`src/hw/rtl/gsdm_pkg.sv`:
```
// Package for the gear selector debounce monitor.
// Holds the item, state and configuration types, the codes and the lever decoder.
// Depends on nothing; gsdm_core and the top level import it.
package gsdm_pkg;

    localparam logic [2:0] GEAR_NEUTRAL = 3'd0;
    localparam logic [2:0] GEAR_PARK    = 3'd1;
    localparam logic [2:0] GEAR_DRIVE2  = 3'd2;
    localparam logic [2:0] GEAR_DRIVE1  = 3'd3;
    localparam logic [2:0] GEAR_REVERSE = 3'd4;

    localparam logic [1:0] STATUS_OK   = 2'd0;
    localparam logic [1:0] STATUS_NACK = 2'd1;

    localparam logic [1:0] REASON_NONE    = 2'd0;
    localparam logic [1:0] REASON_NACK    = 2'd1;
    localparam logic [1:0] REASON_NO_DATA = 2'd2;
    localparam logic [1:0] REASON_BACKOFF = 2'd3;

    localparam logic [1:0] REG_FAIL_LIMIT       = 2'd0;
    localparam logic [1:0] REG_SETTLE_COUNT     = 2'd1;
    localparam logic [1:0] REG_POLL_INTERVAL    = 2'd2;
    localparam logic [1:0] REG_BACKOFF_INTERVAL = 2'd3;

    localparam logic [7:0]  BAD_BYTE  = 8'hFF;
    localparam logic [3:0]  GEAR_BITS = 4'hF;
    localparam logic [15:0] CNT_MAX   = 16'hFFFF;

    typedef struct packed {
        logic       probe_ack;
        logic       reinit_ok;
        logic [1:0] read_status;
        logic [7:0] port_value;
    } t_in_item;

    typedef struct packed {
        logic [2:0]  gear;
        logic        connected;
        logic        in_backoff;
        logic        bus_recovery_request;
        logic [1:0]  reject_reason;
        logic [15:0] next_wait_ms;
        logic [15:0] valid_read_count;
        logic [15:0] invalid_read_count;
        logic [15:0] recovery_count;
        logic [7:0]  last_good_pattern;
    } t_out_item;

    typedef struct packed {
        logic [1:0]  index;
        logic [15:0] data;
    } t_cfg_wr;

    typedef struct packed {
        logic [3:0]  fail_limit;
        logic [2:0]  settle_count;
        logic [15:0] poll_interval_ms;
        logic [15:0] backoff_interval_ms;
    } t_cfg;

    typedef struct packed {
        logic [2:0]  committed_gear;
        logic [2:0]  candidate_gear;
        logic [2:0]  candidate_count;
        logic [3:0]  fail_streak;
        logic        link_up;
        logic [1:0]  last_reason;
        logic [15:0] good_reads;
        logic [15:0] bad_reads;
        logic [15:0] recoveries;
        logic [7:0]  good_pattern;
    } t_state;

    function automatic logic [2:0] decode_lever(input logic [7:0] port);
        logic [3:0] act;
        act = (~port[3:0]) & GEAR_BITS;
        case (act)
            4'b0001: decode_lever = GEAR_PARK;
            4'b0010: decode_lever = GEAR_DRIVE2;
            4'b0100: decode_lever = GEAR_DRIVE1;
            4'b1000: decode_lever = GEAR_REVERSE;
            default: decode_lever = GEAR_NEUTRAL;
        endcase
    endfunction

    function automatic logic [15:0] sat_inc(input logic [15:0] value);
        sat_inc = (value == CNT_MAX) ? value : value + 16'd1;
    endfunction

endpackage

```
`src/hw/rtl/gsdm_core.sv`:
```
// Next-state and result logic for one poll outcome of the gear monitor.
// Purely combinational; uses the types, codes and functions of gsdm_pkg.
module gsdm_core
    import gsdm_pkg::*;
(
    input  t_state    i_state,
    input  t_cfg      i_cfg,
    input  t_in_item  i_item,
    output t_state    o_state,
    output t_out_item o_result
);

    logic        good;
    logic [2:0]  sample;
    logic [1:0]  fail_reason;
    logic        pulse;
    logic        back_after;
    logic [15:0] wait_ms;
    t_state      rec;
    t_state      n;

    assign good   = (i_item.read_status == STATUS_OK) && (i_item.port_value != BAD_BYTE);
    assign sample = decode_lever(i_item.port_value);

    always_comb begin
        if (i_item.read_status == STATUS_OK) begin
            fail_reason = REASON_NONE;
        end else if (i_item.read_status == STATUS_NACK) begin
            fail_reason = REASON_NACK;
        end else begin
            fail_reason = REASON_NO_DATA;
        end
    end

    // State after recording the read outcome alone.
    always_comb begin
        rec = i_state;
        if (good) begin
            rec.good_reads   = sat_inc(i_state.good_reads);
            rec.good_pattern = i_item.port_value;
            rec.last_reason  = REASON_NONE;
        end else begin
            rec.bad_reads   = sat_inc(i_state.bad_reads);
            rec.last_reason = fail_reason;
        end
    end

    always_comb begin
        n     = i_state;
        pulse = 1'b0;
        if (i_state.fail_streak >= i_cfg.fail_limit) begin
            if (!i_item.probe_ack) begin
                n.committed_gear  = GEAR_NEUTRAL;
                n.candidate_gear  = GEAR_NEUTRAL;
                n.candidate_count = 3'd0;
                n.last_reason     = REASON_BACKOFF;
            end else if (!i_item.reinit_ok) begin
                n.committed_gear  = GEAR_NEUTRAL;
                n.candidate_gear  = GEAR_NEUTRAL;
                n.candidate_count = 3'd0;
            end else begin
                n                 = rec;
                n.fail_streak     = 4'd0;
                n.link_up         = 1'b1;
                n.committed_gear  = GEAR_NEUTRAL;
                n.candidate_gear  = good ? sample : GEAR_NEUTRAL;
                n.candidate_count = 3'd1;
            end
        end else if (!good) begin
            n             = rec;
            n.fail_streak = i_state.fail_streak + 4'd1;
            if (n.fail_streak == i_cfg.fail_limit) begin
                n.link_up    = 1'b0;
                pulse        = 1'b1;
                n.recoveries = sat_inc(i_state.recoveries);
            end
            n.committed_gear  = GEAR_NEUTRAL;
            n.candidate_gear  = GEAR_NEUTRAL;
            n.candidate_count = 3'd0;
        end else begin
            n = rec;
            if (i_state.fail_streak != 4'd0) begin
                n.fail_streak = 4'd0;
                n.link_up     = 1'b1;
            end
            if (sample == i_state.candidate_gear) begin
                if (i_state.candidate_count < i_cfg.settle_count) begin
                    n.candidate_count = i_state.candidate_count + 3'd1;
                end
            end else begin
                n.candidate_gear  = sample;
                n.candidate_count = 3'd1;
            end
            if (n.candidate_count >= i_cfg.settle_count) begin
                n.committed_gear = n.candidate_gear;
            end
        end
    end

    assign back_after = n.fail_streak >= i_cfg.fail_limit;

    always_comb begin
        wait_ms = back_after ? i_cfg.backoff_interval_ms : i_cfg.poll_interval_ms;
        if (wait_ms == 16'd0) begin
            wait_ms = 16'd1;
        end
    end

    assign o_state = n;

    always_comb begin
        o_result.gear                 = n.committed_gear;
        o_result.connected            = n.link_up;
        o_result.in_backoff           = back_after;
        o_result.bus_recovery_request = pulse;
        o_result.reject_reason        = n.last_reason;
        o_result.next_wait_ms         = wait_ms;
        o_result.valid_read_count     = n.good_reads;
        o_result.invalid_read_count   = n.bad_reads;
        o_result.recovery_count       = n.recoveries;
        o_result.last_good_pattern    = n.good_pattern;
    end

endmodule

```
`config.mk`:
```
export PLATFORM = sky130hd
export DESIGN_NAME = gsdm_core
export DESIGN_NICKNAME = d
export VERILOG_FILES = /design/src/hw/rtl/gsdm_pkg.sv /design/src/hw/rtl/gsdm_core.sv
export SDC_FILE = /design/constraint.sdc
export NUM_CORES = 1
export LEC_CHECK = 0
export ABC_CLOCK_PERIOD_IN_PS = 9060
export BUFFER_PORTS_ARGS = -buffer_cell sky130_fd_sc_hd__buf_2
export CAP_MARGIN = 10
export CORE_AREA = 2 2 107 109
export DETAILED_ROUTE_END_ITERATION = 6
export DIE_AREA = 0 0 109 111
export PLACE_DENSITY = 0.64
export REMOVE_ABC_BUFFERS = 1
export SETUP_SLACK_MARGIN = 0.5
export SLEW_MARGIN = 10
export SYNTH_ARGS = -nofsm -noshare
export SYNTH_HDL_FRONTEND = slang
export SYNTH_SLANG_ARGS = --single-unit
```
`constraint.sdc`:
```
create_clock -name vclk -period 9.06
set_input_delay 1.812 -clock vclk [all_inputs]
set_output_delay 1.812 -clock vclk [all_outputs]
set_load 0.01 [all_outputs]
```
==> summary.txt <==
VDD IR max = 0.03656 mV
Post-Syn Instances = 424
Final TNS setup = 0 ns
top cell type's share of synthesized area = 16.23%
Worst Path Arrival = 5.72 ns
Crit path buffers/inverters = 2
fraction of final layout cells sized beyond drive strength 1 = 50.95%
global-route wire length before repair = 16050 um
area post-placement = 4021 um^2
Pleak = 2.121 nW
Post-layout nets = 774
Via density = 4.783
Max Slew Vio Count = 0
Die Area = 12100 um^2
routed metal-1 wirelength = 4422 um
# hold bufs at CTS = 0
GRT Overall Usage = 15.97%
met3 routed WL = 684 um
number of inserted diodes = 0
worst slew pin tran = 1.082 ns
Hold Crit Class = input port to primary output
I/O Pins = 275
pre-CTS WS = 1.467 ns
top cells by area, synth = buf_4, mux2_2, xor2_1
post-DP HPWL = 9391 um
critical path type = input port to primary output
row cnt = 39
area grow syn2layout = 35.84%
met2 wire length = 5277 um
Mapped Area = 2960 um^2
Critical Path RT = 7.25 ns
Final min period = 7.534 ns
Die H = 111 um
GRT overflow = 0
Crit Path Max Fanout = 17
pin count of the biggest net entering global routing = 20
status = finished clean
# DRC = 0
vias = 3697
post-synth cell types = 51
seq_cells = 0
crit path cell chain = buf_2, ha_1, o21ai_0, nor2b_1, o21ai_0, o21ai_0, a21oi_1, ha_1, nand2b_1, a21o_1, a21o_1, a21oi_2, mux2_2, buf_2
PortBufs = 275
cell area after layout = 4021 um^2
Peak Freq = 132.7 MHz
Detailed Route WL = 10620 um
period utilization = 83.16%
final setup fails = 0
Synth warnings = 0
largest stage delay on the critical path = 0.69 ns
register area share after synthesis = 0%
post-route ant nets = 0
Most common cell on crit path = o21ai_0
CP top delay family = compound AO/OA/AOI/OAI gates
vias in the first global route = 3433
routability cong. = 0.8924
Worst setup EP type = primary output
area leader, netlist = buf_4
Slew headroom = 27.31%
antenna violations before repair = 0
CP max stage cell = a21oi_2
Final Hold Viols = 0
commonest non-fill, non-tap cell in the layout = buf_2
total iterations of the first detailed-routing run = 4
CLK BUF = 0
Avg WL per Cell = 13.73 um
Starting Density = 26.73%
most frequent cells in the layout = buf_2, nand2_1, xor2_1
Post-CTS Setup Bufs = 0
highest metal used = met4
power per cell area = 62.08 nW/um^2
core area = 11080 um^2
register area = 0 um^2
post-route setup slack = 1.526 ns
syn_area_per_cell = 6.982 um^2
RSZ-0062 raised after global routing = no
fillcell total = 1199
Chip Width = 109 um
number of max-cap violations = 0
Startpoint Class = input port
starting DRC count in detailed routing = 143
Post-CTS Resized = 0
through the flow:
step | total power, mW | hold slack (ns) | utilization (%) | instances
floorplan | 0.1314 | 3.752 | - | 351
global placement | 0.2492 | 3.917 | 36.30 | 773
detailed placement | 0.2500 | 3.922 | 36.30 | 773
CTS | 0.2510 | 3.923 | 36.30 | 773
global route | 0.2730 | 3.938 | 36.30 | 773
finish | 0.2496 | 3.920 | 36.30 | 773
synthesized netlist by cell type (all sizes together), types with 2 or more instances:
master	instances
a21o	8
a21oi	9
a22o	2
a31oi	3
a41oi	2
and2	6
and3	6
and4	5
buf	70
clkbuf	3
ha	19
inv	15
mux2	26
mux2i	6
nand2	49
nand2b	11
nand3	21
nand4	15
nor2	24
nor2b	2
nor3	22
nor3b	3
nor4	19
nor4b	4
o21a	2
o21ai	10
o31ai	2
or2	2
or4	2
xnor2	14
xor2	32
worst min-delay path, delay by kind of cell:
| kind | cells | cell delay, ns |
|---|---|---|
| AND/OR/NAND/NOR | 2 | 0.10 |
| buffers and inverters | 2 | 0.19 |
final timing paths:
check                   start            to  depth (start not counted)
setup / recovery  i_state[61]  o_result[61]                         14
hold / removal     i_state[4]   o_result[4]                          4
power breakdown:
part	internal (mW)	switching, mW	total (mW)
sequential	0	0	0
clock	0	0	0
combinational	0.110	0.140	0.250
total	0.110	0.140	0.250
final cells by class:
type | count | area, um^2 | share of cell area, %
multi-input cells | 336 | 2380 | 59.18
inverters | 15 | 56.30 | 1.400
well taps | 143 | 178.9 | 4.449
repair buffers | 279 | 1406 | 34.97
kinds of logic (layout without fill, tap and decap cells):
| family | count (synthesis) | in the layout | share of synthesized area, % |
|---|---|---|---|
| XOR/XNOR | 46 | 46 | 13.61 |
| AND/OR/NAND/NOR | 195 | 195 | 36.39 |
| buffers and inverters | 88 | 294 | 20.24 |
| multiplexers | 32 | 32 | 11.92 |
| adder cells (fa/ha/maj) | 19 | 19 | 8.030 |
| AO/OA/AOI/OAI | 44 | 44 | 9.806 |
per-layer routing:
layer  GRT usage, %  vias up
met2          29.98      169
met4          3.590        0
met5              0        -
met3          1.235       18
met1          19.26     1641
li1               -     1869
Note: power is estimated with default switching activity, not from simulation.
